<file path="src/hdl/lbc_pkg.sv">
// Shared types, constants and helper functions for the layer blend compositor.
// No dependencies; every other file in hdl/ refers to this package by scoped names.
`default_nettype none

package lbc_pkg;

  // Geometry of one input word.
  localparam int INPUT_LAYERS   = 3;
  localparam int CHANNELS       = 3;
  localparam int MAX_LAYERS_DEF = 3;

  // Register stages in one lane of one layer.
  localparam int LANE_STAGES = 4;

  // Channel positions inside a pixel.
  localparam int CH_BLUE  = 0;
  localparam int CH_GREEN = 1;
  localparam int CH_RED   = 2;

  // Arithmetic constants.
  localparam logic [7:0]  PIX_MAX     = 8'd255;
  localparam logic [6:0]  PCT_FULL    = 7'd100;
  localparam logic [14:0] MIX_MAX     = 15'd25500;
  // floor(y / 100) equals (y * 5243) >> 19 for every y up to 25500.
  localparam logic [12:0] RECIP_100   = 13'd5243;
  localparam int          RECIP_SHIFT = 19;

  typedef logic [7:0] px_t;
  typedef logic [CHANNELS-1:0][7:0] pix_t;

  typedef enum logic [2:0] {
    MODE_ADD  = 3'd0,
    MODE_SUB  = 3'd1,
    MODE_MUL  = 3'd2,
    MODE_LITE = 3'd3,
    MODE_DIFF = 3'd4
  } blend_mode_t;

  typedef enum logic [2:0] {
    REG_LAYER_COUNT = 3'd0,
    REG_MODE_L1     = 3'd1,
    REG_MODE_L2     = 3'd2,
    REG_MODE_L3     = 3'd3,
    REG_KEEP_L1     = 3'd4,
    REG_KEEP_L2     = 3'd5,
    REG_KEEP_L3     = 3'd6
  } reg_idx_t;

  // Settings as seen by the datapath; keep is already clamped to 100.
  typedef struct packed {
    logic [1:0]                    layer_count;
    logic [INPUT_LAYERS-1:0][2:0]  mode;
    logic [INPUT_LAYERS-1:0][6:0]  keep;
  } cfg_t;

  // Exact floor(x / 255) for x up to 255 * 255.
  function automatic px_t div255(input logic [15:0] x);
    logic [16:0] s;
    s = {1'b0, x} + 17'(x[15:8]) + 17'd1;
    return s[15:8];
  endfunction

endpackage

`default_nettype wire

</file>
<file path="src/hdl/lbc_cfg_regs.sv">
// Configuration register file of the layer blend compositor.
// Depends on lbc_pkg for the register index codes and the settings struct.
`default_nettype none

module lbc_cfg_regs (
  input  wire logic          clk,
  input  wire logic          rst_n,
  input  wire logic          cfg_we,
  input  wire logic [2:0]    cfg_index,
  input  wire logic [6:0]    cfg_wdata,
  output lbc_pkg::cfg_t      cfg_o
);

  logic [1:0] layer_count_r;
  logic [lbc_pkg::INPUT_LAYERS-1:0][2:0] mode_r;
  logic [lbc_pkg::INPUT_LAYERS-1:0][6:0] keep_r;

  // Register writes; an index beyond the list is dropped.
  always_ff @(posedge clk) begin
    if (!rst_n) begin
      layer_count_r <= 2'd3;
      mode_r        <= '0;
      keep_r        <= '0;
    end else if (cfg_we) begin
      case (cfg_index)
        lbc_pkg::REG_LAYER_COUNT: layer_count_r <= cfg_wdata[1:0];
        lbc_pkg::REG_MODE_L1:     mode_r[0] <= cfg_wdata[2:0];
        lbc_pkg::REG_MODE_L2:     mode_r[1] <= cfg_wdata[2:0];
        lbc_pkg::REG_MODE_L3:     mode_r[2] <= cfg_wdata[2:0];
        lbc_pkg::REG_KEEP_L1:     keep_r[0] <= cfg_wdata;
        lbc_pkg::REG_KEEP_L2:     keep_r[1] <= cfg_wdata;
        lbc_pkg::REG_KEEP_L3:     keep_r[2] <= cfg_wdata;
        default: ;
      endcase
    end
  end

  // Keep values above 100 percent act as 100 percent.
  always_comb begin
    cfg_o.layer_count = layer_count_r;
    cfg_o.mode        = mode_r;
    for (int i = 0; i < lbc_pkg::INPUT_LAYERS; i++) begin
      cfg_o.keep[i] = (keep_r[i] > lbc_pkg::PCT_FULL) ? lbc_pkg::PCT_FULL : keep_r[i];
    end
  end

endmodule

`default_nettype wire

</file>
<file path="config.mk">
export PLATFORM = sky130hd
export DESIGN_NAME = lbc_cfg_regs
export DESIGN_NICKNAME = d
export VERILOG_FILES = /design/src/hdl/lbc_pkg.sv /design/src/hdl/lbc_cfg_regs.sv
export SDC_FILE = /design/constraint.sdc
export NUM_CORES = 1
export LEC_CHECK = 0
export BUFFER_PORTS_ARGS = -buffer_cell sky130_fd_sc_hd__buf_2
export CORE_AREA = 3 3 80 82
export DETAILED_ROUTE_END_ITERATION = 7
export DIE_AREA = 0 0 83 85
export HOLD_SLACK_MARGIN = 0.08
export PLACE_DENSITY = 0.5
export SLEW_MARGIN = 10
export SYNTH_ARGS = -nofsm -noshare
export SYNTH_HDL_FRONTEND = slang
export SYNTH_SLANG_ARGS = --single-unit
</file>
<file path="constraint.sdc">
create_clock -name clk -period 1.1 [get_ports clk]
set_clock_uncertainty 0.1 [all_clocks]
set_input_delay 0.055 -clock clk [delete_from_list [all_inputs] [get_ports clk]]
set_output_delay 0.055 -clock clk [all_outputs]
set_load 0.02 [all_outputs]
</file>
==> impl_metrics.ini <==
[finish]
final_cell_mix = nand2_1 (37), mux2i_1 (32), buf_2 (27), buf_6 (19), dfxtp_1 (18)
final_cells = 286
drive_above_1_share_pct = 49.8
area_delta_synth_final_pct = 58.1
layout.nets = 224
final_common_cell = nand2_1
num_antenna_cells = 0

[routing]
viasPerCell = 4.24
drt_iter0_markers = 52
wl_per_cell_um = 12.5
drc = 0
drtAntennaViolNets = 0
vias = 1213
drt-total-wl_um = 3570
drt-pass1-iter-count = 4

[grt]
grt_usage_pct = 10.3
grt_pass1_vias = 1257
grt_pass1_wl_um = 5930
grt_max_degree = 19
grt-ovfl-total = 0
antenna_found_initial = 0

[synth]
synth_xor_area_share_pct = 0
syn_area_um2 = 1410
synth_nets = 162
synth-simple-area-share_pct = 24.1
ys_ff_latch = 32
yosys-mux-area-fraction_pct = 22.7
synth_top_family_by_area = simple AND/OR/NAND/NOR gates
yosysWarningCount = 0
ys_seq_area_share_pct = 45.4
synth_cells = 149
synthAdderAreaFrac_pct = 0
synth_area_per_cell_um2 = 9.46
synth-compound-area-share_pct = 3.46
synth_cell_types = 16

[timing]
slew_violations = 0
fmax_mhz = 727
slew_headroom_pct = 74.7
min_period_ps = 1380
tightest_slew_ps = 379
hold_viol = 0
final-setup-viol-count = 15
layout_setup_ws_ps = -275
finalCritPeriodShare_pct = 125
rsz0062_at_grt = true

[clocking]
cts_buffers = 5
htreeDepth = 2
root_buffer = clkbuf_8
cts_buffer_depth = 2
clk_latency_ps = 270
path_clk_slew_ps = 60
cts_tree = yes
cts.sinks = 32

[pwr]
vdd_drop_max_mv = 0.777
p_leak_nw = 1.05
p_per_area_nw_per_um2 = 1090
power.share.clock_pct = 39.1
pwr-share-seq_pct = 49.3
internal_power_mw = 1.87
swShare_pct = 23.0
power_frac_comb_pct = 11.6
p_switching_mw = 0.559

[worst_setup_path]
cp.required_ps = 940
slowest_delay_ps = 330
worstPathCellList = o311ai_4 -> and2_4 -> buf_6
end_kind = output port
cp_slowest_cell = dfxtp_2
crit_type = flop to output port
worstPathMaxFanout = 2
cp.arrival_ps = 1220
cp-start-kind = flop

[placed_design]
gp_congestion = 0.715
io_buffer_count = 44
dp_hpwl_um = 2540
numPlacedInstances = 269
pre_cts_slack_ps = -46.1

[flow_run]
maxCapViolCount = 0

[status]
violations = negative setup slack
outcome = finished with violations

[die]
coreArea_um2 = 5820
rows = 28
start_util_pct = 24.2
die_w_um = 83
die_area_um2 = 7060
io_pins = 45
die_y_um = 85

[min_path]
hold_class = input pin to flop
[registers in the layout, summed over array words and instances, names as in the netlist]
| signal | count |
|---|---|
| cfg_o | 9 |
| keep_r | 21 |
| layer_count_r | 2 |
[power by group through the flow]
stage | clock network (mW) | logic [mW] | registers (mW)
3_3_place_gp | 0 | 0.233 | 1.23
3_5_place_dp | 0 | 0.233 | 1.23
4_1_cts | 0.984 | 0.279 | 1.20
6_report | 0.948 | 0.282 | 1.20
5_1_grt | 1.04 | 0.308 | 1.20
2_1_floorplan | 0 | 0.122 | 1.23
[synth_stat cells, drive strengths merged]
cell type	n	area, um2
nand2	40	150
dfxtp	32	641
mux2i	32	320
and2	12	75.1
clkbuf	9	33.8
buf	4	26.3
nor2b	4	25.0
nor2	3	11.3
o21bai	3	22.5
o311ai	3	26.3
and4bb	2	25.0
nand4b	2	17.5
and4b	1	10.0
nand4bb	1	11.3
nor4b	1	15.0
[logic make-up after synthesis]
group	after synthesis
compound gates	6
buf+inv	13
flops	32
mux	32
simple gates	66
[cell type report]
class / instances / area [um2]
clock buffers: 7 / 96.3
fillers: 600 / 3590
multi-input cells: 104 / 822
flip-flops and latches: 32 / 676
well taps: 75 / 93.8
repair buffers: 68 / 542
[final timing paths]
| kind | start | end | slack (ps) | cells past startpoint |
|---|---|---|---|---|
| worst max-delay path | keep_r[4]$_SDFFE_PN0P_ | cfg_o[0] | -280 | 3 |
| worst min-delay path | cfg_index[1] | layer_count_r[0]$_SDFFE_PN1P_ | 70 | 3 |
| worst max register to register | keep_r[3]$_SDFFE_PN0P_ | keep_r[3]$_SDFFE_PN0P_ | 210 | 4 |
| worst min register to register | keep_r[0]$_SDFFE_PN0P_ | keep_r[0]$_SDFFE_PN0P_ | 360 | 2 |
[stage by stage]
step                instance area, um2  power, mW  TNS (ps)  hold WS [ps]  util, %
floorplan                         1410       1.36         0           121        -
global placement                  1780       1.46     -74.4           252     30.6
detailed placement                1780       1.46      -106           238     30.6
CTS                               2170       2.46     -2450          54.1     37.2
global route                      2230       2.55     -3010          81.8     38.3
finish                            2230       2.43     -2270          69.3     38.3
[per-layer routing]
layer  vias up  global-route usage, %  routed length [um]
met5         -                      0                   0
met4         0                   4.16                  57
met3         6                   3.11                 208
met2        33                   17.5                1730
met1       550                   12.2                1580
li1        624                      -                   -
[critical path: cells and delay by family, from the launching register on]
family	cells	cell delay [ps]
compound gates	1	310
buf+inv	1	110
flops	1	330
simple gates	1	200
[repair_timing]
action / CTS / global route
gates resized for setup: 66 / 18
pin swaps: 12 / 9
endpoints found under the setup margin: 15 / 16
endpoints found under the hold margin: 14 / 0
hold buffers: 6 / 0
buffers inserted: 4 / 0
Power figures use the tool's default switching activity.
