[config.mk]
export PLATFORM = sky130hd
export DESIGN_NAME = lbc_layer
export DESIGN_NICKNAME = d
export VERILOG_FILES = /design/src/hdl/lbc_pkg.sv /design/src/hdl/lbc_lane.sv /design/src/hdl/lbc_layer.sv
export SDC_FILE = /design/constraint.sdc
export NUM_CORES = 2
export LEC_CHECK = 0
export ABC_AREA = 1
export BUFFER_PORTS_ARGS = -buffer_cell sky130_fd_sc_hd__buf_2
export CORE_MARGIN = 2
export CORE_UTILIZATION = 30
export DETAILED_ROUTE_END_ITERATION = 10
export PLACE_DENSITY_LB_ADDON = 0.25
export SYNTH_ARGS = -nofsm -noshare
export SYNTH_HDL_FRONTEND = slang
export SYNTH_SLANG_ARGS = --single-unit
[constraint.sdc]
create_clock -name clk -period 8.2 [get_ports clk]
set_input_delay 1.23 -clock clk [delete_from_list [all_inputs] [get_ports clk]]
set_output_delay 1.23 -clock clk [all_outputs]
set_load 0.005 [all_outputs]
[src/hdl/lbc_pkg.sv]
// Shared types, constants and helper functions for the layer blend compositor.
// No dependencies; every other file in hdl/ refers to this package by scoped names.
`default_nettype none

package lbc_pkg;

  // Geometry of one input word.
  localparam int INPUT_LAYERS   = 3;
  localparam int CHANNELS       = 3;
  localparam int MAX_LAYERS_DEF = 3;

  // Register stages in one lane of one layer.
  localparam int LANE_STAGES = 4;

  // Channel positions inside a pixel.
  localparam int CH_BLUE  = 0;
  localparam int CH_GREEN = 1;
  localparam int CH_RED   = 2;

  // Arithmetic constants.
  localparam logic [7:0]  PIX_MAX     = 8'd255;
  localparam logic [6:0]  PCT_FULL    = 7'd100;
  localparam logic [14:0] MIX_MAX     = 15'd25500;
  // floor(y / 100) equals (y * 5243) >> 19 for every y up to 25500.
  localparam logic [12:0] RECIP_100   = 13'd5243;
  localparam int          RECIP_SHIFT = 19;

  typedef logic [7:0] px_t;
  typedef logic [CHANNELS-1:0][7:0] pix_t;

  typedef enum logic [2:0] {
    MODE_ADD  = 3'd0,
    MODE_SUB  = 3'd1,
    MODE_MUL  = 3'd2,
    MODE_LITE = 3'd3,
    MODE_DIFF = 3'd4
  } blend_mode_t;

  typedef enum logic [2:0] {
    REG_LAYER_COUNT = 3'd0,
    REG_MODE_L1     = 3'd1,
    REG_MODE_L2     = 3'd2,
    REG_MODE_L3     = 3'd3,
    REG_KEEP_L1     = 3'd4,
    REG_KEEP_L2     = 3'd5,
    REG_KEEP_L3     = 3'd6
  } reg_idx_t;

  // Settings as seen by the datapath; keep is already clamped to 100.
  typedef struct packed {
    logic [1:0]                    layer_count;
    logic [INPUT_LAYERS-1:0][2:0]  mode;
    logic [INPUT_LAYERS-1:0][6:0]  keep;
  } cfg_t;

  // Exact floor(x / 255) for x up to 255 * 255.
  function automatic px_t div255(input logic [15:0] x);
    logic [16:0] s;
    s = {1'b0, x} + 17'(x[15:8]) + 17'd1;
    return s[15:8];
  endfunction

endpackage

`default_nettype wire

[src/hdl/lbc_lane.sv]
// One channel lane of one layer: blend with the canvas, then percent mix.
// Depends on lbc_pkg for constants, the blend mode codes and div255.
`default_nettype none

module lbc_lane (
  input  wire logic                              clk,
  input  wire logic                              rst_n,
  input  wire logic [lbc_pkg::LANE_STAGES-1:0]   stg_vld_i,
  input  wire lbc_pkg::px_t                      canvas_i,
  input  wire lbc_pkg::px_t                      px_i,
  input  wire logic [2:0]                        mode_i,
  input  wire logic [6:0]                        keep_i,
  input  wire logic                              active_i,
  output lbc_pkg::px_t                           canvas_o
);

  logic [15:0]   prod_r;
  lbc_pkg::px_t  cvs0_r;
  lbc_pkg::px_t  px0_r;
  lbc_pkg::px_t  blend_nxt;
  lbc_pkg::px_t  blend_r;
  lbc_pkg::px_t  cvs1_r;
  lbc_pkg::px_t  quot;
  logic [8:0]    add_sum;
  logic [14:0]   mix_nxt;
  logic [14:0]   mix_r;
  logic [27:0]   scl_r;

  // Stage 0: product for multiply mode, operands carried along.
  always_ff @(posedge clk) begin
    prod_r <= 16'(canvas_i) * 16'(px_i);
    cvs0_r <= canvas_i;
    px0_r  <= px_i;
  end

  // Stage 1: blend selection. An unused layer or an undefined mode passes the canvas.
  always_comb begin
    add_sum = {1'b0, cvs0_r} + {1'b0, px0_r};
    quot    = lbc_pkg::div255(prod_r);
    if (!active_i) begin
      blend_nxt = cvs0_r;
    end else begin
      case (mode_i)
        lbc_pkg::MODE_ADD:  blend_nxt = add_sum[8] ? lbc_pkg::PIX_MAX : add_sum[7:0];
        lbc_pkg::MODE_SUB:  blend_nxt = (cvs0_r > px0_r) ? (cvs0_r - px0_r) : '0;
        lbc_pkg::MODE_MUL:  blend_nxt = quot;
        lbc_pkg::MODE_LITE: blend_nxt = (cvs0_r > px0_r) ? cvs0_r : px0_r;
        lbc_pkg::MODE_DIFF: blend_nxt = (cvs0_r > px0_r) ? (cvs0_r - px0_r)
                                                         : (px0_r - cvs0_r);
        default:            blend_nxt = cvs0_r;
      endcase
    end
  end

  always_ff @(posedge clk) begin
    blend_r <= blend_nxt;
    cvs1_r  <= cvs0_r;
  end

  // Stage 2: weighted sum of blended value and previous canvas.
  assign mix_nxt = 15'(blend_r) * 15'(lbc_pkg::PCT_FULL - keep_i)
                 + 15'(keep_i) * 15'(cvs1_r);

  always_ff @(posedge clk) begin
    mix_r <= mix_nxt;
  end

  // Stage 3: divide by 100 through a reciprocal multiply.
  always_ff @(posedge clk) begin
    scl_r <= 28'(mix_r) * 28'(lbc_pkg::RECIP_100);
  end

  assign canvas_o = scl_r[lbc_pkg::RECIP_SHIFT+7:lbc_pkg::RECIP_SHIFT];

  // The divide by 255 gives the floor of the product.
  a_div255: assert property (@(posedge clk) disable iff (!rst_n)
    stg_vld_i[0] |-> (17'(quot) * 17'(lbc_pkg::PIX_MAX) <= 17'(prod_r)) &&
                     (17'(prod_r) < 17'(quot) * 17'(lbc_pkg::PIX_MAX) + 17'(lbc_pkg::PIX_MAX)))
    else $error("lbc_lane: multiply blend quotient is off");

  // The weighted sum stays in the range where the reciprocal is exact.
  a_mix_range: assert property (@(posedge clk) disable iff (!rst_n)
    stg_vld_i[2] |-> mix_r <= lbc_pkg::MIX_MAX)
    else $error("lbc_lane: weighted sum out of range");

  // The lane result is the floor of the weighted sum over 100.
  a_mix_div: assert property (@(posedge clk) disable iff (!rst_n)
    stg_vld_i[3] |-> (15'(canvas_o) * 15'(lbc_pkg::PCT_FULL) <= $past(mix_r)) &&
                     ($past(mix_r) < 15'(canvas_o) * 15'(lbc_pkg::PCT_FULL) +
                                     15'(lbc_pkg::PCT_FULL)))
    else $error("lbc_lane: percent mix quotient is off");

endmodule

`default_nettype wire

[src/hdl/lbc_layer.sv]
// One layer step: three channel lanes side by side plus the word valid chain.
// Depends on lbc_pkg and lbc_lane.
`default_nettype none

module lbc_layer (
  input  wire logic                  clk,
  input  wire logic                  rst_n,
  input  wire logic                  valid_i,
  input  wire lbc_pkg::pix_t         canvas_i,
  input  wire lbc_pkg::pix_t         px_i,
  input  wire logic [2:0]            mode_i,
  input  wire logic [6:0]            keep_i,
  input  wire logic                  active_i,
  output logic                       valid_o,
  output lbc_pkg::pix_t              canvas_o
);

  logic [lbc_pkg::LANE_STAGES-1:0] vld_r;

  // Valid flag of the word held in each lane stage.
  always_ff @(posedge clk) begin
    if (!rst_n) begin
      vld_r <= '0;
    end else begin
      vld_r <= {vld_r[lbc_pkg::LANE_STAGES-2:0], valid_i};
    end
  end

  assign valid_o = vld_r[lbc_pkg::LANE_STAGES-1];

  // One lane per channel.
  for (genvar c = 0; c < lbc_pkg::CHANNELS; c++) begin : g_lane
    lbc_lane u_lane (
      .clk       (clk),
      .rst_n     (rst_n),
      .stg_vld_i (vld_r),
      .canvas_i  (canvas_i[c]),
      .px_i      (px_i[c]),
      .mode_i    (mode_i),
      .keep_i    (keep_i),
      .active_i  (active_i),
      .canvas_o  (canvas_o[c])
    );
  end

  // A word only leaves the layer after it entered and passed every lane stage.
  a_layer_lat: assert property (@(posedge clk) disable iff (!rst_n)
    valid_o |-> $past(valid_i, lbc_pkg::LANE_STAGES))
    else $error("lbc_layer: word left without entering");

endmodule

`default_nettype wire

==> run metrics <==
status=completed; # Post-CTS Setup Buffers=0; layout cells sized above 1=0.0331; CP startpoint kind=input port; Synth Cell Area=between 0.04 and 0.05 mm^2; unrepaired setup endpoints after global routing=no; fill count=14,600; Post-synth ARST share=0; dpl hpwl=between 80,000 and 90,000 um; Final Hold Fails=0; Crit Reg-Reg Startpoint=g_lane[1].u_lane.blend_r[0]; placed cell area=between 0.04 and 0.05 mm^2; Final ANT Viol Nets=0; Multi-input gate area=0.0310 mm^2; Max FO, Critical Path=a little under 50; dominant cell type by area after synthesis=fa_1; DR iter-0 viols=1,643; top_reg_cell synth=dfxtp_1; grt total ovfl=0; Setup Skew=approximately 0.015 ns; Sink Count=approximately 220; DRC viols=0; top-area cell type share of the netlist area=0.301; sequential area share after synthesis=0.105; global-route wire length before repair=around 170,000 um; Setup CP Type=input port to flip-flop; CTS HTree Levels=1; Seq cells post-synth=~220; via count of the first global-routing pass=~34,000; Finish-stage setup viols=0; critical path endpoint category=flip-flop; Final Max Tran Viols=0; First-pass DRT Iterations=8; worst endpoint required time=roughly 8.7 ns; pin count of the biggest net entering global routing=50; CTS clk-pin slew, worst paths=roughly 0.07 ns; Hold Path Class=flip-flop to flip-flop; TritonCTS clock tree=done; total core area=around 0.14 mm^2; Synth Area per Inst=between 7 and 8 um^2; P&R area growth vs syn=8.00%; Clock Path Buffers=3; Netlist cell types=49; setup TNS=0 ns; row count=136; number of port buffers=86; f_max=approximately 0.14 GHz; GP Congestion=approximately 0.87; vias=between 30,000 and 40,000; min-delay src=vld_r[2]; die width=~370 um; ranking of synthesized cells by area=fa_1 (30%), ha_1 (19%), inv_1 (13%); total CTS buffers=29; Initial Util=0.301; Synthesis Warnings=0; NumNets Final=approximately 6,700; Avg WL per Cell=roughly 15 um; Post-Syn Nets=approximately 6,700; Slew headroom=0.405; Post-CTS Hold Buffers=0; maxcap violations=0; commonest cells in the netlist=inv_1 (1,437), nand2_1 (1,096), ha_1 (637), fa_1 (621), nor2_1 (355); Die ar.=0.141 mm^2; drt via density=~4.5; root buffer cell=clkbuf_16; final instance area=between 0.04 and 0.05 mm^2; min cycle time layout=7.05 ns; Worst-Skew Late Latency=about 0.62 ns; Worst-Margin Slew=slightly below 0.9 ns; Total Routing Usage GR=0.152; Critical path origin=keep_i[0]; Synth Instances=between 5,000 and 6,000; # resized after CTS=0; count leader, synth=inv_1; Die Ht=375 um; I/O pin count=87; EDFF count, synth=0; final WL=about 100,000 um; Worst Path Arrival=~7.6 ns; storage element area=between 0.004 and 0.005 mm^2; initial antenna violation count=10; period utilization=0.859
-- layout by cell type (no fill, tap or decap), types with 9 or more instances in the layout --
cell type / Yosys / final
a21o_1: 23 / 23
dfxtp_1: 217 / 217
a31oi_1: 16 / 16
nor2_1: 355 / 354
fa_1: 621 / 621
buf_4: 11 / 19
inv_1: 1437 / 1437
xor2_1: 83 / 82
o21bai_1: 18 / 18
clkbuf_16: 0 / 29
a21oi_1: 188 / 188
o21ai_0: 98 / 98
nor4_1: 9 / 9
nand2_1: 1096 / 1096
xnor2_1: 48 / 48
nand4_1: 53 / 53
ha_1: 637 / 637
buf_2: 21 / 86
nor3_1: 34 / 33
nand3_1: 187 / 187
o31ai_1: 9 / 9
-- routing by layer --
metal | wire [um] | vias to the layer above | global-route usage
met5 | 13 | - | 0
met4 | 2460 | 2 | 0.0406
met3 | 3350 | 125 | 0.0133
met2 | 49500 | 452 | 0.260
met1 | 49600 | 15400 | 0.206
li1 | - | 16000 | -
-- cell type report --
cell class,instances,share of cell area
clock buffer,32,0.0170
sequential,217,0.0975
multi-input combinational,3555,0.696
inverter,1443,0.122
antenna,5,0.000281
tap,1794,0.0504
timing repair buffer,105,0.0129
clock inverter,20,0.00460
-- through the flow --
step / instances / setup WS (ns) / hold slack [ns] / utilization
after floorplan: 5330 / 0.848 / 0.371 / -
after global placement: 7114 / 0.571 / 0.388 / 0.318
after detailed placement: 7114 / 0.493 / 0.398 / 0.318
after CTS: 7166 / 1.15 / 0.410 / 0.325
after global routing: 7171 / 0.627 / 0.437 / 0.325
final: 7171 / 1.15 / 0.403 / 0.325
-- state kept, by name, summed over array words and instances (netlist names) --
register,count
g_lane.u_lane.blend_r,24
vld_r,4
g_lane.u_lane.scl_r,24
g_lane.u_lane.mix_r,45
g_lane.u_lane.prod_r,48
g_lane.u_lane.cvs0_r,24
g_lane.u_lane.cvs1_r,24
g_lane.u_lane.px0_r,24
-- critical path: stages --
cell,delay [ns]
buf_2,0.12
buf_4,0.46
o21ai_2,0.19
a21oi_4,0.15
clkinv_1,0.53
nor2_1,0.55
fa_1,0.58
fa_1,0.58
inv_1,0.07
fa_1,0.50
inv_1,0.06
fa_1,0.52
inv_1,0.05
fa_1,0.48
inv_1,0.05
fa_1,0.45
ha_1,0.33
nand2_1,0.10
nor2_1,0.05
a211oi_1,0.17
o21ai_0,0.15
nand3_1,0.10
nand2_1,0.06
-- final timing paths --
kind / endpoint / cells past startpoint / slack (ns)
worst min register to register: vld_r[3] / 2 / 0.40
worst max register to register: g_lane[1].u_lane.mix_r[13] / 20 / 2.62
worst min-delay path: vld_r[3] / 2 / 0.40
worst max-delay path: g_lane[1].u_lane.mix_r[14] / 23 / 1.15
-- logic make-up after synthesis --
logic type               count (synthesis)  share of synthesized area
AO/OA/AOI/OAI                          402                     0.0558
XOR/XNOR                               132                     0.0282
adder cells (fa/ha/maj)               1258                      0.494
buffers and inverters                 1558                      0.144
flip-flops                             217                      0.105
AND/OR/NAND/NOR                       1763                      0.173
Power is left out: the tool's default activity adds up to more than one toggle a clock period on the data nets, which glitch-free logic cannot reach.
